[src/rtl/cpf_pkg.sv]
// Shared constants, control word type, microcode table and CRC step for the packet framer.
`timescale 1ns / 1ps
package cpf_pkg;

  // Stream widths
  localparam int unsigned CMD_W      = 8;
  localparam int unsigned LEN_W      = 4;
  localparam int unsigned PAYLOAD_W  = 64;
  localparam int unsigned S_TDATA_W  = 80;  // 76 field bits padded to whole bytes
  localparam int unsigned M_TDATA_W  = 8;
  localparam int unsigned MAX_PAYLOAD_BYTES = 8;

  // Frame constants
  localparam logic [7:0]  SOF0_BYTE = 8'h55;
  localparam logic [7:0]  SOF1_BYTE = 8'h66;
  localparam logic [7:0]  CTRL_BYTE = 8'h01;
  localparam logic [7:0]  ZERO_BYTE = 8'h00;
  localparam logic [15:0] CRC_POLY  = 16'h1021;
  localparam logic [15:0] CRC_SEED  = 16'h0000;

  // Byte source codes
  localparam int unsigned SRC_W = 3;
  localparam logic [SRC_W-1:0] SRC_CONST = 3'd0;
  localparam logic [SRC_W-1:0] SRC_LEN   = 3'd1;
  localparam logic [SRC_W-1:0] SRC_SEQL  = 3'd2;
  localparam logic [SRC_W-1:0] SRC_SEQH  = 3'd3;
  localparam logic [SRC_W-1:0] SRC_CMD   = 3'd4;
  localparam logic [SRC_W-1:0] SRC_PAY   = 3'd5;
  localparam logic [SRC_W-1:0] SRC_CRCL  = 3'd6;
  localparam logic [SRC_W-1:0] SRC_CRCH  = 3'd7;

  // Sequencing codes
  localparam int unsigned COND_W = 2;
  localparam logic [COND_W-1:0] COND_NEXT  = 2'd0;  // fall through
  localparam logic [COND_W-1:0] COND_SKIP  = 2'd1;  // jump to target when no payload
  localparam logic [COND_W-1:0] COND_LOOP  = 2'd2;  // repeat until last payload byte
  localparam logic [COND_W-1:0] COND_DONE  = 2'd3;  // frame complete

  // Step addresses
  localparam int unsigned STEP_W = 4;
  localparam logic [STEP_W-1:0] STEP_SOF0 = 4'd0;
  localparam logic [STEP_W-1:0] STEP_SOF1 = 4'd1;
  localparam logic [STEP_W-1:0] STEP_CTRL = 4'd2;
  localparam logic [STEP_W-1:0] STEP_LENL = 4'd3;
  localparam logic [STEP_W-1:0] STEP_LENH = 4'd4;
  localparam logic [STEP_W-1:0] STEP_SEQL = 4'd5;
  localparam logic [STEP_W-1:0] STEP_SEQH = 4'd6;
  localparam logic [STEP_W-1:0] STEP_CMD  = 4'd7;
  localparam logic [STEP_W-1:0] STEP_PAY  = 4'd8;
  localparam logic [STEP_W-1:0] STEP_CRCL = 4'd9;
  localparam logic [STEP_W-1:0] STEP_CRCH = 4'd10;

  // One microcode word
  typedef struct packed {
    logic [SRC_W-1:0]  src;
    logic [7:0]        lit;
    logic              crc_en;
    logic              last;
    logic [COND_W-1:0] cond;
    logic [STEP_W-1:0] target;
  } cpf_ctrl_t;

  // Microcode program, one word per emitted frame byte
  function automatic cpf_ctrl_t cpf_rom(input logic [STEP_W-1:0] step);
    cpf_ctrl_t w;
    w = '{src: SRC_CONST, lit: ZERO_BYTE, crc_en: 1'b0, last: 1'b0,
          cond: COND_NEXT, target: STEP_SOF0};
    case (step)
      STEP_SOF0: begin w.lit = SOF0_BYTE; w.crc_en = 1'b1; end
      STEP_SOF1: begin w.lit = SOF1_BYTE; w.crc_en = 1'b1; end
      STEP_CTRL: begin w.lit = CTRL_BYTE; w.crc_en = 1'b1; end
      STEP_LENL: begin w.src = SRC_LEN;   w.crc_en = 1'b1; end
      STEP_LENH: begin w.lit = ZERO_BYTE; w.crc_en = 1'b1; end
      STEP_SEQL: begin w.src = SRC_SEQL;  w.crc_en = 1'b1; end
      STEP_SEQH: begin w.src = SRC_SEQH;  w.crc_en = 1'b1; end
      STEP_CMD: begin
        w.src = SRC_CMD; w.crc_en = 1'b1; w.cond = COND_SKIP; w.target = STEP_CRCL;
      end
      STEP_PAY: begin
        w.src = SRC_PAY; w.crc_en = 1'b1; w.cond = COND_LOOP;
      end
      STEP_CRCL: begin w.src = SRC_CRCL; end
      STEP_CRCH: begin w.src = SRC_CRCH; w.last = 1'b1; w.cond = COND_DONE; end
      default: begin w.cond = COND_DONE; end
    endcase
    return w;
  endfunction

  // CRC-16 (poly 0x1021, MSB first) over one byte
  function automatic logic [15:0] cpf_crc_byte(input logic [15:0] crc, input logic [7:0] b);
    logic [15:0] c;
    c = crc ^ {b, 8'h00};
    for (int k = 0; k < 8; k++) begin
      c = c[15] ? ({c[14:0], 1'b0} ^ CRC_POLY) : {c[14:0], 1'b0};
    end
    return c;
  endfunction

endpackage

[src/rtl/command_packet_framer_unit.sv]
// Command packet framer: microcoded byte sequencer with running CRC-16 and output register.
`timescale 1ns / 1ps
// Frames one command per request into a byte stream: 55 66 01, length (16b LE), sequence
// number (16b LE), command id, payload bytes, then CRC-16/XMODEM (16b LE) over all prior
// bytes; m_axis_tlast marks the CRC high byte. A frame of L payload bytes is 10+L bytes
// and leaves one byte per cycle unless the downstream side stalls, one microcode step per
// byte. A new command is taken once the last byte has been loaded into the output register.
// While link_enabled is 0 commands are accepted and dropped, and the sequence number holds.
// Lengths above MaxPayloadBytes saturate to it.
module command_packet_framer_unit
  import cpf_pkg::*;
#(
  parameter int unsigned MaxPayloadBytes = cpf_pkg::MAX_PAYLOAD_BYTES
) (
  input  logic                          clk_i,
  input  logic                          rst_ni,
  // Configuration: link_enabled
  input  logic                          cfg_valid_i,
  output logic                          cfg_ready_o,
  input  logic                          cfg_data_i,
  // Command requests
  input  logic                          s_axis_tvalid,
  output logic                          s_axis_tready,
  // command_id [7:0], payload_length [11:8], payload [75:12], zero pad [79:76]
  input  logic [cpf_pkg::S_TDATA_W-1:0] s_axis_tdata,
  // Frame bytes
  output logic                          m_axis_tvalid,
  input  logic                          m_axis_tready,
  // frame_byte [7:0]
  output logic [cpf_pkg::M_TDATA_W-1:0] m_axis_tdata,
  // last_byte
  output logic                          m_axis_tlast
);

  localparam int unsigned LenW = $clog2(MaxPayloadBytes + 1);
  localparam int unsigned PayW = 8 * MaxPayloadBytes;
  localparam logic [LEN_W-1:0] MaxLen = LEN_W'(MaxPayloadBytes);

  logic              link_q;
  logic              busy_q, busy_d;
  logic [STEP_W-1:0] step_q, step_d;
  logic [LenW-1:0]   rem_q, rem_d;
  logic [15:0]       seq_q, seq_d;
  logic [15:0]       crc_q, crc_d;
  logic [CMD_W-1:0]  cmd_q;
  logic [PayW-1:0]   payload_q;
  logic              m_valid_q;
  logic [7:0]        m_data_q;
  logic              m_last_q;

  cpf_ctrl_t         ctrl;
  logic [7:0]        byte_sel;
  logic              advance;
  logic              take;
  logic [LEN_W-1:0]  in_len;
  logic [LenW-1:0]   len_sat;

  assign cfg_ready_o   = 1'b1;
  assign s_axis_tready = ~busy_q;
  assign m_axis_tvalid = m_valid_q;
  assign m_axis_tdata  = m_data_q;
  assign m_axis_tlast  = m_last_q;

  assign take    = s_axis_tvalid & ~busy_q & link_q;
  assign advance = busy_q & (~m_valid_q | m_axis_tready);
  assign in_len  = s_axis_tdata[CMD_W +: LEN_W];
  assign len_sat = LenW'((in_len > MaxLen) ? MaxLen : in_len);

  // Current microcode word
  assign ctrl = cpf_rom(step_q);

  // Byte source select
  always_comb begin
    case (ctrl.src)
      SRC_CONST: byte_sel = ctrl.lit;
      SRC_LEN:   byte_sel = 8'(rem_q);
      SRC_SEQL:  byte_sel = seq_q[7:0];
      SRC_SEQH:  byte_sel = seq_q[15:8];
      SRC_CMD:   byte_sel = cmd_q;
      SRC_PAY:   byte_sel = payload_q[7:0];
      SRC_CRCL:  byte_sel = crc_q[7:0];
      SRC_CRCH:  byte_sel = crc_q[15:8];
      default:   byte_sel = ctrl.lit;
    endcase
  end

  // Sequencer next state
  always_comb begin
    busy_d = busy_q;
    step_d = step_q;
    rem_d  = rem_q;
    seq_d  = seq_q;
    crc_d  = crc_q;
    if (take) begin
      busy_d = 1'b1;
      step_d = STEP_SOF0;
      rem_d  = len_sat;
      crc_d  = CRC_SEED;
    end else if (advance) begin
      if (ctrl.crc_en) begin
        crc_d = cpf_crc_byte(crc_q, byte_sel);
      end
      case (ctrl.cond)
        COND_NEXT: step_d = step_q + STEP_W'(1);
        COND_SKIP: step_d = (rem_q == '0) ? ctrl.target : step_q + STEP_W'(1);
        COND_LOOP: begin
          rem_d = rem_q - LenW'(1);
          if (rem_q == LenW'(1)) begin
            step_d = step_q + STEP_W'(1);
          end
        end
        COND_DONE: begin
          busy_d = 1'b0;
          seq_d  = seq_q + 16'd1;
        end
        default: busy_d = 1'b0;
      endcase
    end
  end

  // Control registers
  always_ff @(posedge clk_i or negedge rst_ni) begin
    if (!rst_ni) begin
      link_q    <= 1'b0;
      busy_q    <= 1'b0;
      step_q    <= STEP_SOF0;
      rem_q     <= '0;
      seq_q     <= 16'd0;
      crc_q     <= CRC_SEED;
      m_valid_q <= 1'b0;
    end else begin
      if (cfg_valid_i) begin
        link_q <= cfg_data_i;
      end
      busy_q <= busy_d;
      step_q <= step_d;
      rem_q  <= rem_d;
      seq_q  <= seq_d;
      crc_q  <= crc_d;
      if (advance) begin
        m_valid_q <= 1'b1;
      end else if (m_axis_tready) begin
        m_valid_q <= 1'b0;
      end
    end
  end

  // Payload and output data registers
  always_ff @(posedge clk_i) begin
    if (take) begin
      cmd_q     <= s_axis_tdata[CMD_W-1:0];
      payload_q <= s_axis_tdata[CMD_W+LEN_W +: PayW];
    end else if (advance && ctrl.src == SRC_PAY) begin
      payload_q <= payload_q >> 8;
    end
    if (advance) begin
      m_data_q <= byte_sel;
      m_last_q <= ctrl.last;
    end
  end

endmodule

[config.mk]
export PLATFORM = sky130hd
export DESIGN_NAME = command_packet_framer_unit
export DESIGN_NICKNAME = d
export VERILOG_FILES = /design/src/rtl/cpf_pkg.sv /design/src/rtl/command_packet_framer_unit.sv
export SDC_FILE = /design/constraint.sdc
export NUM_CORES = 1
export LEC_CHECK = 0
export BUFFER_PORTS_ARGS = -buffer_cell sky130_fd_sc_hd__buf_2
export CAP_MARGIN = 5
export CORE_MARGIN = 5
export CORE_UTILIZATION = 36
export CTS_BUF_LIST = sky130_fd_sc_hd__clkbuf_4 sky130_fd_sc_hd__clkbuf_8
export CTS_CLUSTER_DIAMETER = 120
export DETAILED_ROUTE_END_ITERATION = 8
export PLACE_DENSITY_LB_ADDON = 0.08
export SKIP_LAST_GASP = 1
export SLEW_MARGIN = 20
export SYNTH_ARGS = -nofsm -noshare
export SYNTH_HDL_FRONTEND = slang
export SYNTH_SLANG_ARGS = --single-unit
export TNS_END_PERCENT = 1
[constraint.sdc]
create_clock -name clk_i -period 3.6 [get_ports clk_i]
set_clock_uncertainty 0.1 [all_clocks]
set_input_delay 0.18 -clock clk_i [delete_from_list [all_inputs] [get_ports clk_i]]
set_output_delay 0.18 -clock clk_i [all_outputs]
set_load 0.01 [all_outputs]
-- Word-level counts from Yosys, hierarchy flattened
Index checks and enable logic that the tools add are counted.
- register bits: 124
- input bits: 86
- output and inout port bits: 12
- $add $sub $neg: 3
- order comparisons: 1
- eq/ne operators: 22
- mux-type cells: 34
- bitwise operators: 16
- reductions and logical operators: 19
- operator list (operator ; count):
    $mux 64 ; 2
    $mux 13 ; 8
    $pmux 8 s8 ; 1
    $mux 16 ; 3
    $mux 4 ; 9
    $not 3->3 ; 8
    $pmux 3 s7 ; 1
    $pmux 7 s3 ; 1
    $add 16x1->16 const B ; 1
    $eq 4x3->1 const B ; 4
    $xor 16x16->16 ; 1
    $eq 3x3->1 const B ; 4
    $eq 4x4->1 const B ; 3
    $pmux 4 s3 ; 1
    $reduce_bool 2->1 ; 6
    $reduce_or 9->1 ; 1
    $eq 4x1->1 const B ; 2
    $eq 4x2->1 const B ; 2
    $logic_not 4->1 ; 2
    $reduce_or 8->1 ; 1
    $mux 1 ; 7
    $eq 3x2->1 const B ; 2
    $pmux 2 s3 ; 1
    $reduce_and 2->1 ; 3
    15 further kinds ; 21

-- Logic depth before layout (Yosys ltp)
Gate-level depths: netlist of run 1.
- depth after elaboration: 24
- depth in mapped cells: 12
- depth with buffers taken out: 10

-- Least setup slack after synthesis of run 1
No wires, ideal clock.
- kind: reg-to-reg
- start: register step_q[0]
- end: register payload_q[0] (enable)
- library setup time: 423 ps
- arrival: 2775 ps
- required time: 3077 ps
- setup slack: 302 ps
- cell stages (with the launch flop): 7
- buffers on the path: 0
- period minus slack after synthesis: 3298 ps
- path through: dfrtp_1 -> inv_1 -> ha_1 -> or2_2 -> nor3_4 -> nand2_1 -> nand2_1
- word-level cells in the longest chain between the ends: 5
- RTL lines (item ; RTL line ; text):
    from (decl) ; command_packet_framer_unit.sv:41 ; logic [STEP_W-1:0] step_q, step_d;
    from (signal assigned) ; command_packet_framer_unit.sv:136 ; step_q <= step_d;
    $eq 4x4->1, or another cell as far along ; cpf_pkg.sv:68 ; case (step)
    $pmux 3 s7 * ; cpf_pkg.sv:68 ;
    $eq 3x3->1 * ; command_packet_framer_unit.sv:153 ; end else if (advance && ctrl.src == SRC_PAY) begin
    $logic_and 1x1->1 * ; command_packet_framer_unit.sv:153 ;
    $reduce_bool 2->1 (no source line) * ; - ;
    to (signal assigned) ; command_packet_framer_unit.sv:152 ; payload_q <= s_axis_tdata[CMD_W+LEN_W +: PayW];
    to (signal assigned) ; command_packet_framer_unit.sv:154 ; payload_q <= payload_q >> 8;
    to (decl) ; command_packet_framer_unit.sv:46 ; logic [PayW-1:0] payload_q;
Every way passes the cells marked *; elsewhere a longest branch is shown, timed or not.
A chain may end at the register's enable or synchronous reset.

-- Final worst setup path of run 1
- start: register step_q[0]
- end: register crc_q[7]
- word-level cells in the longest chain between the ends: 17
- RTL lines (item ; RTL line ; text):
    $eq 4x4->1, or another cell as far along ; cpf_pkg.sv:68 ;
    $pmux 3 s7 ; cpf_pkg.sv:68 ;
    $eq 3x3->1, or another cell as far along ; command_packet_framer_unit.sv:74 ; case (ctrl.src)
    $pmux 8 s8 ; command_packet_framer_unit.sv:74 ;
    $xor 16x16->16 ; cpf_pkg.sv:92 ; c = crc ^ {b, 8'h00};
    $mux 13 (5 in series) ; cpf_pkg.sv:94 ; c = c[15] ? ({c[14:0], 1'b0} ^ CRC_POLY) : {c[14:0], 1'b0};
    $not 3->3 (no source line) ; - ;
    $mux 13 (3 in series) ; cpf_pkg.sv:94 ;
    $mux 16 ; command_packet_framer_unit.sv:100 ; if (ctrl.crc_en) begin
    $mux 16 ; command_packet_framer_unit.sv:99 ; end else if (advance) begin
    $mux 16 ; command_packet_framer_unit.sv:94 ; if (take) begin
    to (signal assigned) ; command_packet_framer_unit.sv:139 ; crc_q <= crc_d;
    to (decl) ; command_packet_framer_unit.sv:44 ; logic [15:0] crc_q, crc_d;
Parallel ways exist; a longest one is shown, timed or not. The select of a mux whose other input is x is not followed.

==> metrics, run 1 <==
result of the run=completed; clock tree from TritonCTS=done; Synth warnings=0; post-CTS sizing=0; layout filler cell count=1595; number of global-route vias before repair=5261; Routed Wire Length=16300 um; largest net degree at the start of global routing=44; dominant delay contributor by cell family on the critical path=compound AO/OA/AOI/OAI gates; Die X=141 um; Post-synth EDFFs=81; worst path setup slack after routing=0.481 ns; half-perimeter wire length after placement=10900 um; PwrDens=763 mW/mm^2; post-route antenna net violation count=0; series of cell instances along the critical path=inv_1 > ha_1 > or2_2 > nor2_1 > buf_4 > a221oi_1 > a41o_1 > a21o_1 > xnor2_2 > xnor2_1 > o21ai_1; via-per-instance ratio=4.90; Post-layout nets=879; transition time of the tightest slew-check pin=0.692 ns; highest clock rate=0.321 GHz; setup-violating endpoint count in the final report=0; maximum level of the CTS H-tree=4; number of placement rows=48; final-report max-slew violation count=0; final worst-path cycle share=0.866; count of mapped cells out of synthesis=607; netlist area before placement=0.00620 mm^2; TritonCTS sink count=124; unrepaired setup endpoints after global routing=false; antenna cell count=0; Total Routing Usage GR=0.173; synth top area cells=sky130_fd_sc_hd__edfxtp_1 (39%), sky130_fd_sc_hd__dfrtp_1 (17%), sky130_fd_sc_hd__nand2_1 (12%); antenna violations before repair=0; number of violations reported at the end of detailed-routing iteration 0=424; die footprint=0.0200 mm^2; class of the most critical setup path=reg -> reg; unique cell type count in the Yosys netlist=66; buffer and inverter count on the worst path=2; final number of hold-violating endpoints=0; critical register-to-register path endpoint=crc_q[7]$_DFFE_PN0P_; worst ir drop on vdd=395 uV; peak per-stage delay on the critical path=0.64 ns; depth of the worst register-to-register path=11; Mapped Nets=700; residual overflow from global routing=0; I/O pin total=98; Critical-path top delay cell=sky130_fd_sc_hd__a221oi_1; pre-CTS WS=0.513 ns; DIE HEIGHT=141 um; Required @ worst endpoint=3.82 ns; category of the worst setup path capture point=register; relative slew slack=0.539; initial standard-cell utilization of the core=0.362; clock latency on the worst-skew pair=0.44 ns; cell chosen for the clock root=sky130_fd_sc_hd__clkbuf_8; top cell type's share of synthesized area=0.392; Via Count=5020; minimum clock period after layout=3.12 ns; weighted congestion reported at the end of routability-driven placement=0.860; sequential cell area fraction in the yosys report=0.566; Mapped Avg Cell Area=10.2 um^2; number of hold buffers added after CTS=83; kind of path behind the tightest hold check=in -> async; Post-synth top flop=sky130_fd_sc_hd__edfxtp_1; Area growth, synth to finish=31.8%; Worst EP arrival=3.34 ns; Port Buf Inserts=92; number of buffers created by CTS=17; maximum number of buffers from clock root to sink=2; global-route wire length before repair=27100 um; Core ar.=0.0171 mm^2; average wire length per cell after detail routing=15.9 um; max-capacitance violation count=0; # DRC=0; post-synthesis async set-or-reset flop share=0.347; CP max FO=10; start of the worst register-to-register path=step_q[0]$_DFFE_PN0P_; setup bufs post-CTS=0; flip-flop and latch count after synthesis=124; library cell with the largest summed area after synthesis=sky130_fd_sc_hd__edfxtp_1; setup total negative slack=0 ns; leakage power total=3.54 nW; launching element type of the critical path=register; clk slew on worst S/H paths=0.07 ns; r2r setup slk=0.48 ns; fraction of layout instances using a drive strength above 1=0.200; DRT Pass-1 Iters=5
layer usage:
layer / global-route usage / vias up / share of wire
met5: 0 / - / 0
met4: 0.0495 / 0 / 0.014
met3: 0.0455 / 22 / 0.049
met2: 0.294 / 132 / 0.50
met1: 0.216 / 2405 / 0.44
li1: - / 2461 / -
worst reg2reg max path, delay by kind of cell (launching register included):
family | cells | cell delay [ns]
adder cells (fa/ha/maj) | 1 | 0.35
AO/OA/AOI/OAI | 4 | 1.24
buffers and inverters | 2 | 0.28
AND/OR/NAND/NOR | 2 | 0.29
XOR/XNOR | 2 | 0.30
flip-flops | 1 | 0.45
cells in the mapped netlist (3+ instances only):
| library cell | number |
|---|---|
| sky130_fd_sc_hd__nand3_1 | 21 |
| sky130_fd_sc_hd__o21ai_0 | 15 |
| sky130_fd_sc_hd__xor2_1 | 12 |
| sky130_fd_sc_hd__buf_4 | 4 |
| sky130_fd_sc_hd__clkbuf_1 | 18 |
| sky130_fd_sc_hd__mux2_2 | 3 |
| sky130_fd_sc_hd__nand3b_1 | 5 |
| sky130_fd_sc_hd__nand4_1 | 7 |
| sky130_fd_sc_hd__nand2b_1 | 7 |
| sky130_fd_sc_hd__a221oi_1 | 5 |
| sky130_fd_sc_hd__mux2i_1 | 8 |
| sky130_fd_sc_hd__a222oi_1 | 4 |
| sky130_fd_sc_hd__a21oi_1 | 11 |
| sky130_fd_sc_hd__dfrtp_1 | 43 |
| sky130_fd_sc_hd__xnor2_1 | 22 |
| sky130_fd_sc_hd__buf_2 | 5 |
| sky130_fd_sc_hd__o21ai_1 | 6 |
| sky130_fd_sc_hd__xnor2_2 | 3 |
| sky130_fd_sc_hd__edfxtp_1 | 81 |
| sky130_fd_sc_hd__and2_1 | 10 |
| sky130_fd_sc_hd__and3_1 | 7 |
| sky130_fd_sc_hd__nor2_1 | 32 |
| sky130_fd_sc_hd__ha_1 | 7 |
| sky130_fd_sc_hd__nand2_1 | 203 |
| sky130_fd_sc_hd__inv_1 | 11 |
| sky130_fd_sc_hd__a22oi_1 | 3 |
logic make-up (layout without fill, tap and decap cells):
| kind of cell | count (synthesis) | count (layout) | synth area share |
|---|---|---|---|
| AO/OA/AOI/OAI | 74 | 74 | 0.0914 |
| XOR/XNOR | 37 | 37 | 0.0559 |
| adder cells (fa/ha/maj) | 7 | 7 | 0.0141 |
| buffers and inverters | 43 | 235 | 0.0319 |
| flip-flops | 124 | 124 | 0.566 |
| multiplexers | 12 | 12 | 0.0206 |
| other | 1 | 1 | 0.000605 |
| AND/OR/NAND/NOR | 309 | 309 | 0.220 |
power by group:
group,leakage (nW),internal (mW),switching [mW]
logic,2.03,1.18,1.50
registers,1.31,1.96,0.313
clock network,0.205,0.713,0.571
layout make-up:
| cell class | instances | area [um^2] | share of cell area |
|---|---|---|---|
| multi-input cells | 440 | 2500 | 0.306 |
| clock buffers | 21 | 264 | 0.0323 |
| well taps | 225 | 282 | 0.0345 |
| clock inverters | 11 | 144 | 0.0176 |
| flip-flops and latches | 124 | 3510 | 0.429 |
| repair buffers | 191 | 1430 | 0.175 |
| inverters | 12 | 45.0 | 0.00551 |
worst max-delay path by stage:
stage / start / to / slack, ns / cells after the start
final: step_q[0]$_DFFE_PN0P_ / crc_q[7]$_DFFE_PN0P_ / 0.48 / 11
after global routing: step_q[0]$_DFFE_PN0P_ / crc_q[6]$_DFFE_PN0P_ / 0.28 / 11
after CTS: step_q[0]$_DFFE_PN0P_ / crc_q[15]$_DFFE_PN0P_ / 0.51 / 9
after detailed placement: step_q[0]$_DFFE_PN0P_ / crc_q[15]$_DFFE_PN0P_ / 0.51 / 9
after global placement: step_q[0]$_DFFE_PN0P_ / crc_q[15]$_DFFE_PN0P_ / 0.57 / 9
after floorplan: step_q[0]$_DFFE_PN0P_ / payload_q[0]$_DFFE_PP_ / 0.30 / 6
cell usage in the layout, fill, tap and decap left out, types with 3 or more instances in the layout:
master,Yosys,final
sky130_fd_sc_hd__nand2_1,203,202
sky130_fd_sc_hd__buf_2,5,91
sky130_fd_sc_hd__dlygate4sd3_1,0,83
sky130_fd_sc_hd__edfxtp_1,81,81
sky130_fd_sc_hd__dfrtp_1,43,43
sky130_fd_sc_hd__nor2_1,32,32
sky130_fd_sc_hd__xnor2_1,22,22
sky130_fd_sc_hd__nand3_1,21,20
sky130_fd_sc_hd__clkbuf_8,0,17
sky130_fd_sc_hd__buf_4,4,16
sky130_fd_sc_hd__o21ai_0,15,15
sky130_fd_sc_hd__xor2_1,12,12
sky130_fd_sc_hd__inv_1,11,11
sky130_fd_sc_hd__a21oi_1,11,11
sky130_fd_sc_hd__and2_1,10,10
sky130_fd_sc_hd__mux2i_1,8,8
sky130_fd_sc_hd__nand2b_1,7,7
sky130_fd_sc_hd__and3_1,7,7
sky130_fd_sc_hd__nand4_1,7,7
sky130_fd_sc_hd__ha_1,7,7
sky130_fd_sc_hd__o21ai_1,6,6
sky130_fd_sc_hd__nand3b_1,5,5
sky130_fd_sc_hd__a221oi_1,5,5
sky130_fd_sc_hd__a222oi_1,4,4
sky130_fd_sc_hd__clkbuf_4,0,4
sky130_fd_sc_hd__a22oi_1,3,3
sky130_fd_sc_hd__mux2_2,3,3
sky130_fd_sc_hd__xnor2_2,3,3
sky130_fd_sc_hd__bufinv_16,0,3
sky130_fd_sc_hd__clkinv_1,1,3
sky130_fd_sc_hd__clkinv_4,0,3
flip-flops by register name, indices dropped and copies added (netlist names):
name,count
rem_q,4
seq_q,16
payload_q,64
crc_q,16
m_axis_tvalid,1
link_q,1
m_axis_tdata,8
busy_q,1
step_q,4
m_axis_tlast,1
cmd_q,8
through the flow:
stage	std cells	cell area [um^2]	utilization	hold WS [ns]	power, mW
floorplan	607	6200	-	-0.216	4.26
global placement	909	6930	0.405	0.258	4.85
detailed placement	909	6930	0.405	0.258	4.90
CTS	1024	8170	0.477	0.234	6.28
global route	1024	8170	0.477	0.234	6.68
finish	1024	8170	0.477	0.196	6.24
No activity file was read; power rests on OpenSTA's default activity.
==> inputs of run 2 (changes only) <==
- clock period: 3.6 -> 3.4 ns (I/O delays scaled with it)
==> metrics, run 2 (same netlist as run 1, synthesis figures left out) <==
DIE HEIGHT=141 um; dominant delay contributor by cell family on the critical path=compound AO/OA/AOI/OAI gates; layout filler cell count=1650; final number of hold-violating endpoints=0; highest clock rate=0.319 GHz; result of the run=completed; average wire length per cell after detail routing=15.6 um; number of placement rows=48; largest register by flop count=payload_q; Die X=141 um; Post-layout nets=879; kind of path behind the tightest hold check=in -> async; Via Count=4974; # DRC=0; Routed Wire Length=16000 um; launching element type of the critical path=register; area taken by multi-input logic gates=0.00250 mm^2; Worst EP arrival=3.35 ns; class of the most critical setup path=reg -> reg; worst ir drop on vdd=355 uV; die footprint=0.0200 mm^2; minimum clock period after layout=3.14 ns; TritonCTS sink count=124; antenna cell count=0; initial standard-cell utilization of the core=0.362; final cell count without fillers=1024; relative slew slack=0.481; number of violations reported at the end of detailed-routing iteration 0=300; Critical-path top delay cell=sky130_fd_sc_hd__dfrtp_1; largest net degree at the start of global routing=74; max-capacitance violation count=0; most frequent standard cell in the layout excluding fill and tap cells=sky130_fd_sc_hd__nand2_1; fraction of layout instances using a drive strength above 1=0.203; final-report max-slew violation count=0; CP max FO=11; antenna violations before repair=0; Core ar.=0.0171 mm^2; clock tree from TritonCTS=done; Crit. Startpoint=step_q[0]$_DFFE_PN0P_; number of flip-flops in the largest register=64; maximum number of buffers from clock root to sink=2; cell chosen for the clock root=sky130_fd_sc_hd__clkbuf_8; total area of sequential cells=0.00351 mm^2; weighted congestion reported at the end of routability-driven placement=0.898; number of buffers created by CTS=17; post-route antenna net violation count=0; category of the worst setup path capture point=register; unrepaired setup endpoints after global routing=true; largest registers=payload_q (64), crc_q (16), seq_q (16); I/O pin total=98; residual overflow from global routing=0; clock latency on the worst-skew pair=0.45 ns; series of cell instances along the critical path=inv_1 > ha_1 > or2_2 > nor3_4 > a221oi_1 > a311oi_1 > a21o_1 > xnor2_2 > xnor2_1 > o21ai_1; PwrDens=812 mW/mm^2; DRT Pass-1 Iters=5; buffer and inverter count on the worst path=1; number of global-route vias before repair=5146; Area growth, synth to finish=31.9%; most used cells in the layout excluding fill and tap cells=sky130_fd_sc_hd__nand2_1 (202), sky130_fd_sc_hd__buf_2 (91), sky130_fd_sc_hd__dlygate4sd3_1 (83); start of the worst register-to-register path=step_q[0]$_DFFE_PN0P_; peak per-stage delay on the critical path=0.45 ns; global-route wire length before repair=26200 um; setup bufs post-CTS=0; maximum level of the CTS H-tree=4; transition time of the tightest slew-check pin=0.779 ns; Total Routing Usage GR=0.168; Required @ worst endpoint=3.62 ns; via-per-instance ratio=4.86; clk slew on worst S/H paths=0.07 ns; setup-violating endpoint count in the final report=0; half-perimeter wire length after placement=10600 um; WHS=0.176 ns; Port Buf Inserts=92; leakage power total=3.54 nW; final worst-path cycle share=0.923; r2r setup slk=0.26 ns; total placed cells including tap cells=909
[run 2: cell types whose count changed in the layout (fill, tap and decap cells not counted), sizes merged]
cell,delta
clkinv,-4
clkinvlp,+3
clkbuf,+1
[run 2: timing repair]
| item | in CTS | in global routing |
|---|---|---|
| resized for setup | 0 | 0 |
| setup endpoints to repair | 0 | 1 |
| hold buffers | 83 | 0 |
| endpoints found under the hold margin | 121 | 0 |
[run 2: where the power goes]
| group | internal [mW] | total (mW) | switching, mW |
|---|---|---|---|
| clock network | 0.798 | 1.40 | 0.600 |
| logic | 1.25 | 2.86 | 1.60 |
| registers | 2.08 | 2.38 | 0.305 |
[run 2: final timing paths]
path | end | cells past startpoint
min in group clk_i | step_q[3]$_DFFE_PN0P_ | 4
max in group asynchronous | crc_q[10]$_DFFE_PN0P_ | 2
min | seq_q[14]$_DFFE_PN0P_ | 2
min reg2reg | seq_q[14]$_DFFE_PN0P_ | 1
max | crc_q[7]$_DFFE_PN0P_ | 10
max reg2reg | crc_q[7]$_DFFE_PN0P_ | 10
[run 2: layer usage]
layer | track usage | vias to the layer above | wire length [um] | part of all wire
met2 | 0.281 | 120 | 7850 | 0.49
met3 | 0.0427 | 19 | 703 | 0.044
met5 | 0 | - | 0 | 0
met1 | 0.214 | 2384 | 7170 | 0.45
li1 | - | 2451 | - | -
met4 | 0.0535 | 0 | 278 | 0.017
[run 2: final cells by class]
class	count	share of cell area
clock buffer	22	0.0355
clock inverter	10	0.0168
sequential	124	0.429
multi-input combinational	440	0.306
inverter	12	0.00551
timing repair buffer	191	0.173
tap	225	0.0344
[run 2: worst register-to-register path, cell delays in order, from the launching register on]
cell,delay (ns)
sky130_fd_sc_hd__dfrtp_1,0.45
sky130_fd_sc_hd__inv_1,0.09
sky130_fd_sc_hd__ha_1,0.34
sky130_fd_sc_hd__or2_2,0.39
sky130_fd_sc_hd__nor3_4,0.42
sky130_fd_sc_hd__a221oi_1,0.26
sky130_fd_sc_hd__a311oi_1,0.35
sky130_fd_sc_hd__a21o_1,0.26
sky130_fd_sc_hd__xnor2_2,0.16
sky130_fd_sc_hd__xnor2_1,0.14
sky130_fd_sc_hd__o21ai_1,0.07
[run 2: stage by stage]
step	cell area (um^2)	setup slack (ns)	utilization	power, mW	TNS (ns)
after floorplan	6200	0.102	-	4.51	0
after global placement	6920	0.387	0.404	5.14	0
after detailed placement	6920	0.318	0.404	5.21	0
after CTS	8180	0.315	0.478	6.70	0
after global routing	8180	-0.00345	0.478	7.14	-0.00345
final	8180	0.263	0.478	6.64	0
